**config.mk**
```make
export PLATFORM = sky130hd
export DESIGN_NAME = pulse_transit_time_estimator_flat
export DESIGN_NICKNAME = d
export VERILOG_FILES = /design/src/sv/ptte_pkg.sv /design/src/sv/ptte_ifs.sv /design/src/sv/ptte_transit.sv /design/src/sv/pulse_transit_time_estimator.sv /design/src/flat_wrapper.sv
export SDC_FILE = /design/constraint.sdc
export NUM_CORES = 2
export LEC_CHECK = 0
export CORE_MARGIN = 3
export CORE_UTILIZATION = 55
export DETAILED_ROUTE_END_ITERATION = 12
export DONT_BUFFER_PORTS = 1
export MAX_ROUTING_LAYER = met4
export PLACE_DENSITY_LB_ADDON = 0.12
export SLEW_MARGIN = 40
export SYNTH_ARGS = -nofsm -noshare
export SYNTH_HDL_FRONTEND = slang
export SYNTH_SLANG_ARGS = --single-unit
```
**constraint.sdc**
```tcl
create_clock -name clk_i -period 15.82 [get_ports clk_i]
set_input_delay 3.955 -clock clk_i [delete_from_list [all_inputs] [get_ports clk_i]]
set_output_delay 3.955 -clock clk_i [all_outputs]
set_load 0.02 [all_outputs]
```
**src/sv/ptte_pkg.sv**
```systemverilog
// Shared types, register codes and the rounding blend for the
// pulse transit time estimator. No dependencies.
package ptte_pkg;

  localparam int CONF_W    = 11;
  localparam int RATE_W    = 16;
  localparam int TIME_W    = 32;
  localparam int TRN_W     = 19;
  localparam int WGT_W     = 9;
  localparam int NODE_W    = 8;
  localparam int REFR_W    = 21;
  localparam int MAXD_W    = 22;
  localparam int REG_IDX_W = 3;
  localparam int CFG_DATA_W = 22;
  localparam int ACC_W     = TRN_W + WGT_W + 1;

  // register indexes on the config channel
  localparam logic [REG_IDX_W-1:0] REG_RATE_CONF  = 3'd0;
  localparam logic [REG_IDX_W-1:0] REG_PAIR_CONF  = 3'd1;
  localparam logic [REG_IDX_W-1:0] REG_RATE_WGT   = 3'd2;
  localparam logic [REG_IDX_W-1:0] REG_TRN_WGT    = 3'd3;
  localparam logic [REG_IDX_W-1:0] REG_REFRACTORY = 3'd4;
  localparam logic [REG_IDX_W-1:0] REG_MAX_DELAY  = 3'd5;
  localparam logic [REG_IDX_W-1:0] REG_TRN_MIN    = 3'd6;
  localparam logic [REG_IDX_W-1:0] REG_TRN_MAX    = 3'd7;

  localparam logic [NODE_W-1:0] ARM_NODE_ID   = 8'd1;
  localparam logic [TRN_W-1:0]  TRANSIT_RESET = 19'd200000;
  localparam logic [WGT_W-1:0]  WGT_FULL      = 9'd256;

  // beat state after the front stage, handed to the transit stage
  typedef struct packed {
    logic              accepted;
    logic [CONF_W-1:0] arm_conf;
    logic [CONF_W-1:0] finger_conf;
    logic [TIME_W-1:0] arm_beat;
    logic [TIME_W-1:0] finger_beat;
  } ptte_mid_t;

  typedef struct packed {
    logic [CONF_W-1:0] pair_conf_thr;
    logic [WGT_W-1:0]  weight;
    logic [TRN_W-1:0]  min_us;
    logic [TRN_W-1:0]  max_us;
  } ptte_trn_cfg_t;

  // (fresh*w + old*(256-w) + 128) >> 8, weight saturated at 256
  function automatic logic [TRN_W-1:0] blend(input logic [TRN_W-1:0] fresh,
                                             input logic [TRN_W-1:0] old,
                                             input logic [WGT_W-1:0] w);
    logic [WGT_W-1:0] ws;
    logic [ACC_W-1:0] acc;
    ws  = (w > WGT_FULL) ? WGT_FULL : w;
    acc = (ACC_W'(fresh) * ACC_W'(ws)) + (ACC_W'(old) * ACC_W'(WGT_FULL - ws))
        + ACC_W'(128);
    return acc[TRN_W+7:8];
  endfunction

endpackage

```
**src/sv/ptte_ifs.sv**
```systemverilog
// Valid/ready channel interfaces of the pulse transit time estimator:
// report input, result output and register write. Depends on ptte_pkg.
interface ptte_in_if import ptte_pkg::*; ();
  logic              valid;
  logic              ready;
  logic [NODE_W-1:0] node_id;
  logic [RATE_W-1:0] rate_in;
  logic [TIME_W-1:0] processing_delay_us;
  logic [CONF_W-1:0] confidence_in;
  logic [TIME_W-1:0] arrival_time_us;

  modport source (output valid, node_id, rate_in, processing_delay_us, confidence_in,
                  arrival_time_us, input ready);
  modport sink   (input valid, node_id, rate_in, processing_delay_us, confidence_in,
                  arrival_time_us, output ready);
endinterface

interface ptte_out_if import ptte_pkg::*; ();
  logic              valid;
  logic              ready;
  logic [TRN_W-1:0]  transit_time_us;
  logic [RATE_W-1:0] arm_rate;
  logic [RATE_W-1:0] finger_rate;
  logic              beat_accepted;
  logic              transit_updated;

  modport source (output valid, transit_time_us, arm_rate, finger_rate, beat_accepted,
                  transit_updated, input ready);
  modport sink   (input valid, transit_time_us, arm_rate, finger_rate, beat_accepted,
                  transit_updated, output ready);
endinterface

interface ptte_cfg_if import ptte_pkg::*; ();
  logic                  valid;
  logic                  ready;
  logic [REG_IDX_W-1:0]  index;
  logic [CFG_DATA_W-1:0] data;

  modport source (output valid, index, data, input ready);
  modport sink   (input valid, index, data, output ready);
endinterface

```
**src/sv/ptte_transit.sv**
```systemverilog
// Transit stage: qualifies the arm-to-finger interval and keeps the
// smoothed transit time. Depends on ptte_pkg.
module ptte_transit import ptte_pkg::*; (
  input  logic             clk_i,
  input  logic             rst_ni,
  input  logic             fire_i,
  input  ptte_mid_t        mid_i,
  input  ptte_trn_cfg_t    cfg_i,
  output logic [TRN_W-1:0] transit_o,
  output logic             updated_o
);

  logic [TRN_W-1:0]  avg_q, avg_d;
  logic              upd_q, upd_d;
  logic [TIME_W-1:0] diff;
  logic              pair_ok, win_ok;

  always_comb begin
    diff    = mid_i.finger_beat - mid_i.arm_beat;
    pair_ok = mid_i.accepted
            && (mid_i.arm_conf > cfg_i.pair_conf_thr)
            && (mid_i.finger_conf > cfg_i.pair_conf_thr)
            && (mid_i.finger_beat > mid_i.arm_beat);
    win_ok  = (diff > TIME_W'(cfg_i.min_us)) && (diff < TIME_W'(cfg_i.max_us));
    upd_d   = pair_ok && win_ok;
    // diff is below max_us here, so it fits the transit width
    avg_d   = upd_d ? blend(diff[TRN_W-1:0], avg_q, cfg_i.weight) : avg_q;
  end

  always_ff @(posedge clk_i or negedge rst_ni) begin
    if (!rst_ni) begin
      avg_q <= TRANSIT_RESET;
      upd_q <= 1'b0;
    end else if (fire_i) begin
      avg_q <= avg_d;
      upd_q <= upd_d;
    end
  end

  assign transit_o = avg_q;
  assign updated_o = upd_q;

endmodule

```
**src/sv/pulse_transit_time_estimator.sv**
```systemverilog
// Top level of the pulse transit time estimator: register file, input and
// beat stages, output register. Depends on ptte_pkg, ptte_ifs, ptte_transit.
//
// Each transfer on in_i is one beat report; node id 1 is the arm sensor, any
// other id the finger sensor. The report's confidence is stored for its node,
// and its heart rate is folded into that node's rounded exponential average
// when the confidence exceeds rate_conf_threshold. A delay strictly between 0
// and max_delay_us back-dates the beat to arrival minus delay; the beat is
// taken when it lies beyond the node's last beat plus refractory_us (32-bit
// unsigned compare, timestamps wrap). After a taken beat with both stored
// confidences above pair_conf_threshold and the finger beat later than the arm
// beat, an interval strictly inside (transit_min_us, transit_max_us) is folded
// into the transit average, which starts at 200000 us. Every report yields
// exactly one result on out_o showing the state after that report. The block
// is three register stages deep (input register, beat/rate stage, transit
// stage feeding the output register): the input register captures a report
// at its transfer, the beat/rate and transit stages register it in turn, and one
// report is taken every cycle; a stage holds only while the stage after it is
// full and cannot move on, so a waiting result only stops the input once all
// three stages are occupied. Register writes on cfg_i are always ready and
// take effect on the next cycle; write them only while no report is in flight.
module pulse_transit_time_estimator import ptte_pkg::*; (
  input  logic   clk_i,
  input  logic   rst_ni,
  ptte_in_if.sink    in_i,
  ptte_out_if.source out_o,
  ptte_cfg_if.sink   cfg_i
);

  // ---------------- register file ----------------
  logic [CONF_W-1:0] rate_conf_thr_q, pair_conf_thr_q;
  logic [WGT_W-1:0]  rate_wgt_q, trn_wgt_q;
  logic [REFR_W-1:0] refractory_q;
  logic [MAXD_W-1:0] max_delay_q;
  logic [TRN_W-1:0]  trn_min_q, trn_max_q;

  assign cfg_i.ready = 1'b1;

  always_ff @(posedge clk_i or negedge rst_ni) begin
    if (!rst_ni) begin
      rate_conf_thr_q <= 11'd205;
      pair_conf_thr_q <= 11'd819;
      rate_wgt_q      <= 9'd77;
      trn_wgt_q       <= 9'd51;
      refractory_q    <= 21'd300000;
      max_delay_q     <= 22'd2000000;
      trn_min_q       <= 19'd50000;
      trn_max_q       <= 19'd400000;
    end else if (cfg_i.valid) begin
      unique case (cfg_i.index)
        REG_RATE_CONF:  rate_conf_thr_q <= cfg_i.data[CONF_W-1:0];
        REG_PAIR_CONF:  pair_conf_thr_q <= cfg_i.data[CONF_W-1:0];
        REG_RATE_WGT:   rate_wgt_q      <= cfg_i.data[WGT_W-1:0];
        REG_TRN_WGT:    trn_wgt_q       <= cfg_i.data[WGT_W-1:0];
        REG_REFRACTORY: refractory_q    <= cfg_i.data[REFR_W-1:0];
        REG_MAX_DELAY:  max_delay_q     <= cfg_i.data[MAXD_W-1:0];
        REG_TRN_MIN:    trn_min_q       <= cfg_i.data[TRN_W-1:0];
        REG_TRN_MAX:    trn_max_q       <= cfg_i.data[TRN_W-1:0];
        default:        ;
      endcase
    end
  end

  // ---------------- pipeline control ----------------
  // v0: input register, v1: beat stage output, v2: result register
  logic v0_q, v1_q, v2_q;
  logic ready0, ready1, ready2;
  logic in_fire, fire_a, fire_b;

  assign ready2     = !v2_q || out_o.ready;
  assign ready1     = !v1_q || ready2;
  assign ready0     = !v0_q || ready1;
  assign in_i.ready = ready0;
  assign in_fire    = in_i.valid && ready0;
  assign fire_a     = v0_q && ready1;
  assign fire_b     = v1_q && ready2;

  always_ff @(posedge clk_i or negedge rst_ni) begin
    if (!rst_ni) begin
      v0_q <= 1'b0;
      v1_q <= 1'b0;
      v2_q <= 1'b0;
    end else begin
      if (ready0) v0_q <= in_i.valid;
      if (ready1) v1_q <= v0_q;
      if (ready2) v2_q <= v1_q;
    end
  end

  // ---------------- input register ----------------
  logic [NODE_W-1:0] node_q;
  logic [RATE_W-1:0] rate_q;
  logic [TIME_W-1:0] delay_q, now_q;
  logic [CONF_W-1:0] conf_q;

  always_ff @(posedge clk_i) begin
    if (in_fire) begin
      node_q  <= in_i.node_id;
      rate_q  <= in_i.rate_in;
      delay_q <= in_i.processing_delay_us;
      conf_q  <= in_i.confidence_in;
      now_q   <= in_i.arrival_time_us;
    end
  end

  // ---------------- beat / rate stage ----------------
  logic [RATE_W-1:0] arm_rate_q, finger_rate_q, arm_rate_d, finger_rate_d;
  logic [CONF_W-1:0] arm_conf_q, finger_conf_q, arm_conf_d, finger_conf_d;
  logic [TIME_W-1:0] arm_beat_q, finger_beat_q, arm_beat_d, finger_beat_d;
  logic              is_arm, rate_upd, delay_ok, accepted;
  logic [TIME_W-1:0] beat_evt, beat_last, beat_limit;
  logic [RATE_W-1:0] rate_old, rate_new;
  logic [TRN_W-1:0]  rate_blend;

  always_comb begin
    is_arm     = (node_q == ARM_NODE_ID);
    rate_old   = is_arm ? arm_rate_q : finger_rate_q;
    beat_last  = is_arm ? arm_beat_q : finger_beat_q;
    rate_upd   = conf_q > rate_conf_thr_q;
    rate_blend = blend(TRN_W'(rate_q), TRN_W'(rate_old), rate_wgt_q);
    rate_new   = rate_upd ? rate_blend[RATE_W-1:0] : rate_old;

    delay_ok   = (delay_q != '0) && (delay_q < TIME_W'(max_delay_q));
    beat_evt   = now_q - delay_q;
    beat_limit = beat_last + TIME_W'(refractory_q);  // wraps like the timestamps
    accepted   = delay_ok && (beat_evt > beat_limit);

    arm_rate_d    = arm_rate_q;
    finger_rate_d = finger_rate_q;
    arm_conf_d    = arm_conf_q;
    finger_conf_d = finger_conf_q;
    arm_beat_d    = arm_beat_q;
    finger_beat_d = finger_beat_q;
    if (is_arm) begin
      arm_rate_d = rate_new;
      arm_conf_d = conf_q;
      if (accepted) arm_beat_d = beat_evt;
    end else begin
      finger_rate_d = rate_new;
      finger_conf_d = conf_q;
      if (accepted) finger_beat_d = beat_evt;
    end
  end

  always_ff @(posedge clk_i or negedge rst_ni) begin
    if (!rst_ni) begin
      arm_rate_q    <= '0;
      finger_rate_q <= '0;
      arm_conf_q    <= '0;
      finger_conf_q <= '0;
      arm_beat_q    <= '0;
      finger_beat_q <= '0;
    end else if (fire_a) begin
      arm_rate_q    <= arm_rate_d;
      finger_rate_q <= finger_rate_d;
      arm_conf_q    <= arm_conf_d;
      finger_conf_q <= finger_conf_d;
      arm_beat_q    <= arm_beat_d;
      finger_beat_q <= finger_beat_d;
    end
  end

  // snapshot for the transit stage; rates ride along to the result
  ptte_mid_t         mid_q;
  logic [RATE_W-1:0] mid_arm_rate_q, mid_finger_rate_q;

  always_ff @(posedge clk_i) begin
    if (fire_a) begin
      mid_q.accepted    <= accepted;
      mid_q.arm_conf    <= arm_conf_d;
      mid_q.finger_conf <= finger_conf_d;
      mid_q.arm_beat    <= arm_beat_d;
      mid_q.finger_beat <= finger_beat_d;
      mid_arm_rate_q    <= arm_rate_d;
      mid_finger_rate_q <= finger_rate_d;
    end
  end

  // ---------------- transit stage / result register ----------------
  ptte_trn_cfg_t    trn_cfg;
  logic [TRN_W-1:0] transit_avg;
  logic             transit_upd;

  assign trn_cfg.pair_conf_thr = pair_conf_thr_q;
  assign trn_cfg.weight        = trn_wgt_q;
  assign trn_cfg.min_us        = trn_min_q;
  assign trn_cfg.max_us        = trn_max_q;

  ptte_transit u_transit (
    .clk_i     (clk_i),
    .rst_ni    (rst_ni),
    .fire_i    (fire_b),
    .mid_i     (mid_q),
    .cfg_i     (trn_cfg),
    .transit_o (transit_avg),
    .updated_o (transit_upd)
  );

  logic [RATE_W-1:0] out_arm_rate_q, out_finger_rate_q;
  logic              out_accepted_q;

  always_ff @(posedge clk_i) begin
    if (fire_b) begin
      out_arm_rate_q    <= mid_arm_rate_q;
      out_finger_rate_q <= mid_finger_rate_q;
      out_accepted_q    <= mid_q.accepted;
    end
  end

  assign out_o.valid           = v2_q;
  assign out_o.transit_time_us = transit_avg;
  assign out_o.arm_rate        = out_arm_rate_q;
  assign out_o.finger_rate     = out_finger_rate_q;
  assign out_o.beat_accepted   = out_accepted_q;
  assign out_o.transit_updated = transit_upd;

`ifndef SYNTHESIS
  // a transit update only ever follows a taken beat
  a_upd_needs_beat: assert property (@(posedge clk_i) disable iff (!rst_ni)
    out_o.valid && out_o.transit_updated |-> out_o.beat_accepted)
    else $error("transit updated without an accepted beat");

  // beat times move only when the beat stage fires
  a_beat_hold: assert property (@(posedge clk_i) disable iff (!rst_ni)
    !fire_a |=> $stable(arm_beat_q) && $stable(finger_beat_q))
    else $error("beat time changed without a transfer through the beat stage");

  // one report touches one node's beat only
  a_one_node: assert property (@(posedge clk_i) disable iff (!rst_ni)
    fire_a |=> $stable(arm_beat_q) || $stable(finger_beat_q))
    else $error("both beat times changed on one report");

  // transit average holds while the transit stage is stalled or empty
  a_transit_hold: assert property (@(posedge clk_i) disable iff (!rst_ni)
    !fire_b |=> $stable(transit_avg))
    else $error("transit average changed without a transfer");
`endif

endmodule
```
**src/flat_wrapper.sv**
```systemverilog
// flat-port wrapper written by rule: the top's interface ports become plain ports
module pulse_transit_time_estimator_flat import ptte_pkg::*;
  (clk_i, rst_ni, in_i_valid, in_i_node_id, in_i_rate_in, in_i_processing_delay_us, in_i_confidence_in, in_i_arrival_time_us, in_i_ready, out_o_valid, out_o_transit_time_us, out_o_arm_rate, out_o_finger_rate, out_o_beat_accepted, out_o_transit_updated, out_o_ready, cfg_i_valid, cfg_i_index, cfg_i_data, cfg_i_ready);
  ptte_in_if in_i_i ();
  ptte_out_if out_o_i ();
  ptte_cfg_if cfg_i_i ();
  input  logic clk_i;
  input  logic rst_ni;
  input wire logic [$bits(in_i_i.valid)-1:0] in_i_valid;
  input wire logic [$bits(in_i_i.node_id)-1:0] in_i_node_id;
  input wire logic [$bits(in_i_i.rate_in)-1:0] in_i_rate_in;
  input wire logic [$bits(in_i_i.processing_delay_us)-1:0] in_i_processing_delay_us;
  input wire logic [$bits(in_i_i.confidence_in)-1:0] in_i_confidence_in;
  input wire logic [$bits(in_i_i.arrival_time_us)-1:0] in_i_arrival_time_us;
  output wire logic [$bits(in_i_i.ready)-1:0] in_i_ready;
  output wire logic [$bits(out_o_i.valid)-1:0] out_o_valid;
  output wire logic [$bits(out_o_i.transit_time_us)-1:0] out_o_transit_time_us;
  output wire logic [$bits(out_o_i.arm_rate)-1:0] out_o_arm_rate;
  output wire logic [$bits(out_o_i.finger_rate)-1:0] out_o_finger_rate;
  output wire logic [$bits(out_o_i.beat_accepted)-1:0] out_o_beat_accepted;
  output wire logic [$bits(out_o_i.transit_updated)-1:0] out_o_transit_updated;
  input wire logic [$bits(out_o_i.ready)-1:0] out_o_ready;
  input wire logic [$bits(cfg_i_i.valid)-1:0] cfg_i_valid;
  input wire logic [$bits(cfg_i_i.index)-1:0] cfg_i_index;
  input wire logic [$bits(cfg_i_i.data)-1:0] cfg_i_data;
  output wire logic [$bits(cfg_i_i.ready)-1:0] cfg_i_ready;
  assign in_i_i.valid = in_i_valid;
  assign in_i_i.node_id = in_i_node_id;
  assign in_i_i.rate_in = in_i_rate_in;
  assign in_i_i.processing_delay_us = in_i_processing_delay_us;
  assign in_i_i.confidence_in = in_i_confidence_in;
  assign in_i_i.arrival_time_us = in_i_arrival_time_us;
  assign in_i_ready = in_i_i.ready;
  assign out_o_valid = out_o_i.valid;
  assign out_o_transit_time_us = out_o_i.transit_time_us;
  assign out_o_arm_rate = out_o_i.arm_rate;
  assign out_o_finger_rate = out_o_i.finger_rate;
  assign out_o_beat_accepted = out_o_i.beat_accepted;
  assign out_o_transit_updated = out_o_i.transit_updated;
  assign out_o_i.ready = out_o_ready;
  assign cfg_i_i.valid = cfg_i_valid;
  assign cfg_i_i.index = cfg_i_index;
  assign cfg_i_i.data = cfg_i_data;
  assign cfg_i_ready = cfg_i_i.ready;
  pulse_transit_time_estimator u_core (.clk_i(clk_i), .rst_ni(rst_ni), .in_i(in_i_i), .out_o(out_o_i), .cfg_i(cfg_i_i));
endmodule
```
# Word-level counts from Yosys, hierarchy flattened
# Index checks and enable logic that the tools add are counted.
[word_totals]
inputBits = 129
ff_bits = 513
output_inout_bits = 56
elab_cells = 105
[classes]
n_mul = 4
eq_ne = 8
n_mux = 13
order_cmp = 10
addsub = 9
n_reduce_logical = 27
[ops]
columns = ["op", "n"]
rows = [
  ["$mux 32", 5],
  ["$gt 32x32->1", 2],
  ["$mux 16", 4],
  ["$sub 32x32->32", 2],
  ["$gt 11x11->1", 3],
  ["$add 32x21->32", 1],
  ["$gt 32x19->1", 1],
  ["$lt 32x19->1", 1],
  ["$lt 32x22->1", 1],
  ["$reduce_bool 32->1", 1],
  ["$mul 16x29->24", 1],
  ["$add 27x27->27", 1],
  ["$add 27x8->27 const B", 1],
  ["$mul 19x9->27", 1],
  ["$mul 20x10->27", 1],
  ["$add 24x24->24", 1],
  ["$add 24x8->24 const B", 1],
  ["$mul 16x9->24", 1],
  ["$mux 11", 2],
  ["$sub 9x9->10 const A", 2],
  ["$gt 9x9->1 const B", 2],
  ["$mux 9", 2],
  ["$reduce_and 2->1", 9],
  ["$eq 3x3->1 const B", 4],
  ["other kinds (7)", 21],
]

# Logic depth before layout (Yosys ltp)
[depth]
word_depth = 8
depth_mapped = 35
mapped_depth_nobuf = 35

# Modules after synthesis
# Synthesis repeated with hierarchy kept, for this count alone.
[hier_totals]
hier_cells = 4655
area_unflattened_um2 = 47807.1
[by_module_without_submodules]
columns = ["mod", "area_per_inst_um2", "seq_area_each_um2", "cells_each", "instances"]
rows = [
  ["pulse_transit_time_estimator", 32693.9, 13650.6, 2890, 1],
  ["ptte_transit", 15113.2, 508.0, 1765, 1],
]

# Worst setup path after synthesis
# No wires, ideal clock.
[synth_path]
path_kind = "in2reg"
startpoint = "in out_o_ready"
endpoint = "reg u_core.finger_conf_q[5]"
setup_ns = 0.311
t_required_ns = 15.509
stages = 7
path_buffers = 2
path_slack_ns = 7.196
arrival_ns = 8.313
path_cell_list = "nor2b_1 -> nand2_1 -> nand2_1 -> inv_1 -> clkbuf_1 -> clkbuf_1 -> a31oi_1"
[synth_via]
elab_chain_len = 3
[synth_lines]
columns = ["element", "line", "source"]
rows = [
  ["from (decl)", "flat_wrapper.sv:22", "input wire logic [$bits(out_o_i.ready)-1:0] out_o_ready;"],
  ["$logic_or 1x1->1", "pulse_transit_time_estimator.sv:70", "assign ready2 = !v2_q || out_o.ready;"],
  ["$logic_or 1x1->1", "pulse_transit_time_estimator.sv:71", "assign ready1 = !v1_q || ready2;"],
  ["$logic_and 1x1->1", "pulse_transit_time_estimator.sv:75", "assign fire_a = v0_q && ready1;"],
  ["named net u_core.fire_a", "pulse_transit_time_estimator.sv:68", "logic in_fire, fire_a, fire_b;"],
  ["to (signal assigned)", "pulse_transit_time_estimator.sv:157", "finger_conf_q <= finger_conf_d;"],
  ["to (decl)", "pulse_transit_time_estimator.sv:108", "logic [CONF_W-1:0] arm_conf_q, finger_conf_q, arm_conf_d, finger_conf_d;"],
]
# The timed path passes the listed nets, and every way through them passes these cells.
# A chain may end at the register's enable or synchronous reset.

# Worst setup path in the final report
[layout_path]
startpoint = "reg u_core.rate_wgt_q[8]"
endpoint = "reg u_core.mid_arm_rate_q[15] (data pin)"
[layout_via]
elab_chain_len = 8
word_cells_on_any_way = 9
cone_classes = "3 x add/sub; 2 x mul; 1 x order compare; 3 x mux"
[layout_lines]
columns = ["element", "line", "source"]
rows = [
  ["from (decl)", "pulse_transit_time_estimator.sv:32", "logic [WGT_W-1:0] rate_wgt_q, trn_wgt_q;"],
  ["from (signal assigned)", "pulse_transit_time_estimator.sv:53", "REG_RATE_WGT: rate_wgt_q <= cfg_i.data[WGT_W-1:0];"],
  ["$gt 9x9->1", "ptte_pkg.sv:53", "ws = (w > WGT_FULL) ? WGT_FULL : w;"],
  ["$mux 9 (*)", "ptte_pkg.sv:53", ""],
  ["$sub 9x9->10", "ptte_pkg.sv:54", "acc = (ACC_W'(fresh) * ACC_W'(ws)) + (ACC_W'(old) * ACC_W'(WGT_FULL - ws))"],
  ["$mul 16x29->24", "ptte_pkg.sv:54", ""],
  ["$add 24x24->24 (*)", "ptte_pkg.sv:54", ""],
  ["$add 24x8->24 (*)", "ptte_pkg.sv:55", "+ ACC_W'(128);"],
  ["$mux 16 (*)", "pulse_transit_time_estimator.sv:121", "rate_new = rate_upd ? rate_blend[RATE_W-1:0] : rate_old;"],
  ["$mux 16 (*)", "pulse_transit_time_estimator.sv:134", "if (is_arm) begin"],
  ["named net u_core.arm_rate_d[15]", "pulse_transit_time_estimator.sv:107", "logic [RATE_W-1:0] arm_rate_q, finger_rate_q, arm_rate_d, finger_rate_d;"],
  ["to (signal assigned)", "pulse_transit_time_estimator.sv:174", "mid_arm_rate_q <= arm_rate_d;"],
  ["to (decl)", "pulse_transit_time_estimator.sv:165", "logic [RATE_W-1:0] mid_arm_rate_q, mid_finger_rate_q;"],
]
# Mark *: on every way through the listed nets, which the timed path passes. The rest lies on a longest branch.

==> reports/metrics.cfg <==
[run_status]
status = completed

[floorplanning]
pin_count = 185
coreArea_mm2 = 0.08906
die_w_um = 306.6
chipHeight_um = 306.6
rows = 109
initial_core_util = 0.5582
die_area_mm2 = 0.09403

[sta]
drv_slew = 0
finalSetupViolCount = 0
tns_ps = 0
max_clock_freq_mhz = 105.5
layout_min_cycle_time_ps = 9474
clock_skew_ps = 41.11
finalHoldViolCount = 0
worst_pin_slew_ps = 1094
min_period_over_period = 0.5989
rsz0062_at_grt = false
slew_headroom = 0.2708

[clock_network]
cts_tree = done
clkLatencyLatePin_ps = 680
cts_buffers = 61
cts.htree.levels = 2
ctsResizeCount = 0
clockRootBuffer = clkbuf_16
clock-sinks = 513
post_cts_buffers = 0
path_clk_slew_ps = 60
postCtsHoldBufs = 0
clockBufferDepth = 3

[drt]
vias = 34740
top_layer = met4
drc = 0
vias_per_cell = 5.634
post_drt_wl_per_cell_um = 20.90
drtIter0Drc = 2667
wl_met3_um = 8897
firstDrtPassIters = 5
route.met2.wl_um = 59150
drtAntennaViolNets = 0
routed_wirelength_um = 128900
met1_length_um = 56670

[logic_synthesis]
ys.flop_type = edfxtp_1
yosysSeqAreaShare = 0.2848
synthArstFlopShare = 0.5107
ys_warn_count = 0
syn_area_per_cell_um2 = 10.10
ys_ff_latch = 513
syn_inst = 4923
synth_edf_count = 251
synth.distinct_cells = 96
synth_area_mm2 = 0.04971

[setup_path]
regToRegSetupSlack_ps = 6350
worstSetupStartpoint = u_core.rate_wgt_q[8]$_DFFE_PN0P_
reg2reg_to = u_core.mid_arm_rate_q[15]$_DFFE_PP_
arrival_ps = 9900
worstSetupPathType = reg -> reg
start_kind = flip-flop
rr_worst_depth = 27
r2r-start = u_core.rate_wgt_q[8]$_DFFE_PN0P_
critPathCapture = u_core.mid_arm_rate_q[15]$_DFFE_PP_
end_kind = flip-flop
required_ps = 16250
worstPathMaxFanout = 28

[final_layout]
drive_gt1_frac = 0.1049
fin_nets = 6079
area_growth_pct = 7.706
n_fill_cell = 7523
instances_no_fill = 6166
multi_input_area_mm2 = 0.03202
ff_latch_area_mm2 = 0.01416

[grt]
grt_max_degree = 263
grt.total_usage = 0.2911
grt-ovfl-total = 0
grt_pass1_wl_um = 204500
grt_pass1_vias = 35420
antenna_found_initial = 15

[place]
placed_cells = 6043
dp_hpwl_um = 100600
gp_congestion = 0.9466
port_buffers = 0

[hold_path]
hp-class = reg -> reg

[run]
cap_violations = 0

==> stage by stage <==
stage                     area [um^2]  utilization  setup WS (ps)  hold slack [ps]
after floorplan                 49920            -           7196            400.3
after global placement          51270       0.5757           6512            403.5
after detailed placement        51340       0.5765           6477            404.5
after CTS                       53500       0.6007           6432            417.0
after global routing            53540       0.6012           5839            417.2
final                           53550       0.6012           6346            411.9
==> worst max-delay path, stage by stage (launching register included) <==
cell and delay [ps]:
dfrtp_2 720, nor2b_1 120, inv_1 470, ha_1 400, nand3b_1 320, nor4_1 440, a21oi_2 210, or2_2 380
fa_1 470, fa_1 500, fa_1 490, inv_1 50, fa_1 480, fa_1 550, inv_1 50, fa_1 530
inv_1 50, fa_1 470, ha_1 360, o2111ai_1 170, a2111o_1 400, a21oi_1 140, a31oi_1 110, a311oi_2 440
a211oi_1 190, xnor2_2 380, mux2i_1 230, nand3_1 90
==> logic make-up (layout without fill, tap and decap cells) <==
logic type               after synthesis  after routing  synth area share
AO/OA/AOI/OAI                        516            516           0.06720
XOR/XNOR                             148            148           0.02623
adder cells (fa/ha/maj)             1009           1009            0.3452
buffers and inverters               1028           1042           0.07810
flip-flops                           513            513            0.2848
multiplexers                         291            291           0.06551
other                                  2             66         0.0001511
AND/OR/NAND/NOR                     1416           1416            0.1329
==> worst min path at each step <==
stage                                     startpoint                                     to  slack [ps]  cells after the start
4_1_cts           u_core.mid_arm_rate_q[0]$_DFFE_PP_     u_core.out_o.arm_rate[0]$_DFFE_PP_         420                      0
6_report          u_core.mid_arm_rate_q[0]$_DFFE_PP_     u_core.out_o.arm_rate[0]$_DFFE_PP_         410                      0
3_3_place_gp     u_core.mid_arm_rate_q[12]$_DFFE_PP_    u_core.out_o.arm_rate[12]$_DFFE_PP_         400                      0
2_1_floorplan     u_core.mid_arm_rate_q[0]$_DFFE_PP_     u_core.out_o.arm_rate[0]$_DFFE_PP_         400                      0
5_1_grt           u_core.mid_arm_rate_q[0]$_DFFE_PP_     u_core.out_o.arm_rate[0]$_DFFE_PP_         420                      0
3_5_place_dp   u_core.mid_finger_rate_q[9]$_DFFE_PP_  u_core.out_o.finger_rate[9]$_DFFE_PP_         400                      0
==> synthesized netlist by cell type (68+ instances only) <==
cell type,n,area share
fa_1,604,0.24
edfxtp_1,251,0.15
nor2_1,210,0.016
o21ai_0,125,0.013
clkbuf_1,119,0.0090
xnor2_1,104,0.018
a21o_1,68,0.010
dfrtp_1,210,0.11
a21oi_1,119,0.012
mux2_2,242,0.055
inv_1,863,0.065
ha_1,405,0.10
nand2_1,696,0.053
and2_1,172,0.022
==> flip-flops by register name (all words and copies together) (netlist names), 16 cells and up <==
register                    cells
u_core.mid_q                   87
u_core.arm_beat_q              32
u_core.delay_q                 32
u_core.finger_beat_q           32
u_core.now_q                   32
u_core.max_delay_q             22
u_core.refractory_q            21
u_core.trn_max_q               19
u_core.trn_min_q               19
u_core.u_transit.transit_o     19
u_core.arm_rate_q              16
u_core.finger_rate_q           16
u_core.mid_arm_rate_q          16
u_core.mid_finger_rate_q       16
u_core.out_o.arm_rate          16
u_core.out_o.finger_rate       16
u_core.rate_q                  16
==> cell usage in the layout (no fill, tap or decap), types with 16 or more instances in the layout <==
master / Yosys / routed
buf_4: 1 / 62
mux2_2: 242 / 242
dfrtp_1: 210 / 209
fa_1: 604 / 604
mux2i_1: 34 / 32
o211ai_1: 16 / 16
clkbuf_16: 0 / 61
a21oi_1: 119 / 118
a211oi_1: 28 / 28
nor3_1: 54 / 53
a31oi_1: 33 / 33
ha_1: 405 / 404
nor2_1: 210 / 209
nand2b_1: 43 / 43
nor4_1: 17 / 17
and2_1: 172 / 170
a21o_1: 68 / 67
xor2_1: 43 / 39
nor2b_1: 39 / 38
nand4_1: 44 / 44
inv_1: 863 / 862
nand3_1: 51 / 51
dfstp_2: 52 / 52
xnor2_1: 104 / 99
conb_1: 2 / 58
edfxtp_1: 251 / 251
o21a_1: 23 / 23
o21ai_0: 125 / 124
nand2_1: 696 / 695
==> metal layers <==
| metal | vias up | GRT usage |
|---|---|---|
| met5 | - | - |
| met4 | 0 | 0.08838 |
| met3 | 191 | 0.04263 |
| met2 | 1069 | 0.4464 |
| met1 | 17590 | 0.4053 |
| li1 | 15890 | - |
==> area by class of cell <==
| type | count | share of cell area |
|---|---|---|
| Clock buffer | 72 | 0.02984 |
| Tap cell | 1165 | 0.02722 |
| Timing Repair Buffer | 63 | 0.008903 |
| Sequential cell | 513 | 0.2644 |
| Antenna cell | 8 | 0.0003739 |
| Clock inverter | 43 | 0.01033 |
| Inverter | 864 | 0.06080 |
| Multi-Input combinational cell | 3438 | 0.5981 |
Power is not shown: default switching activity piles up to over one toggle a cycle in this logic, so the estimate is an artifact.
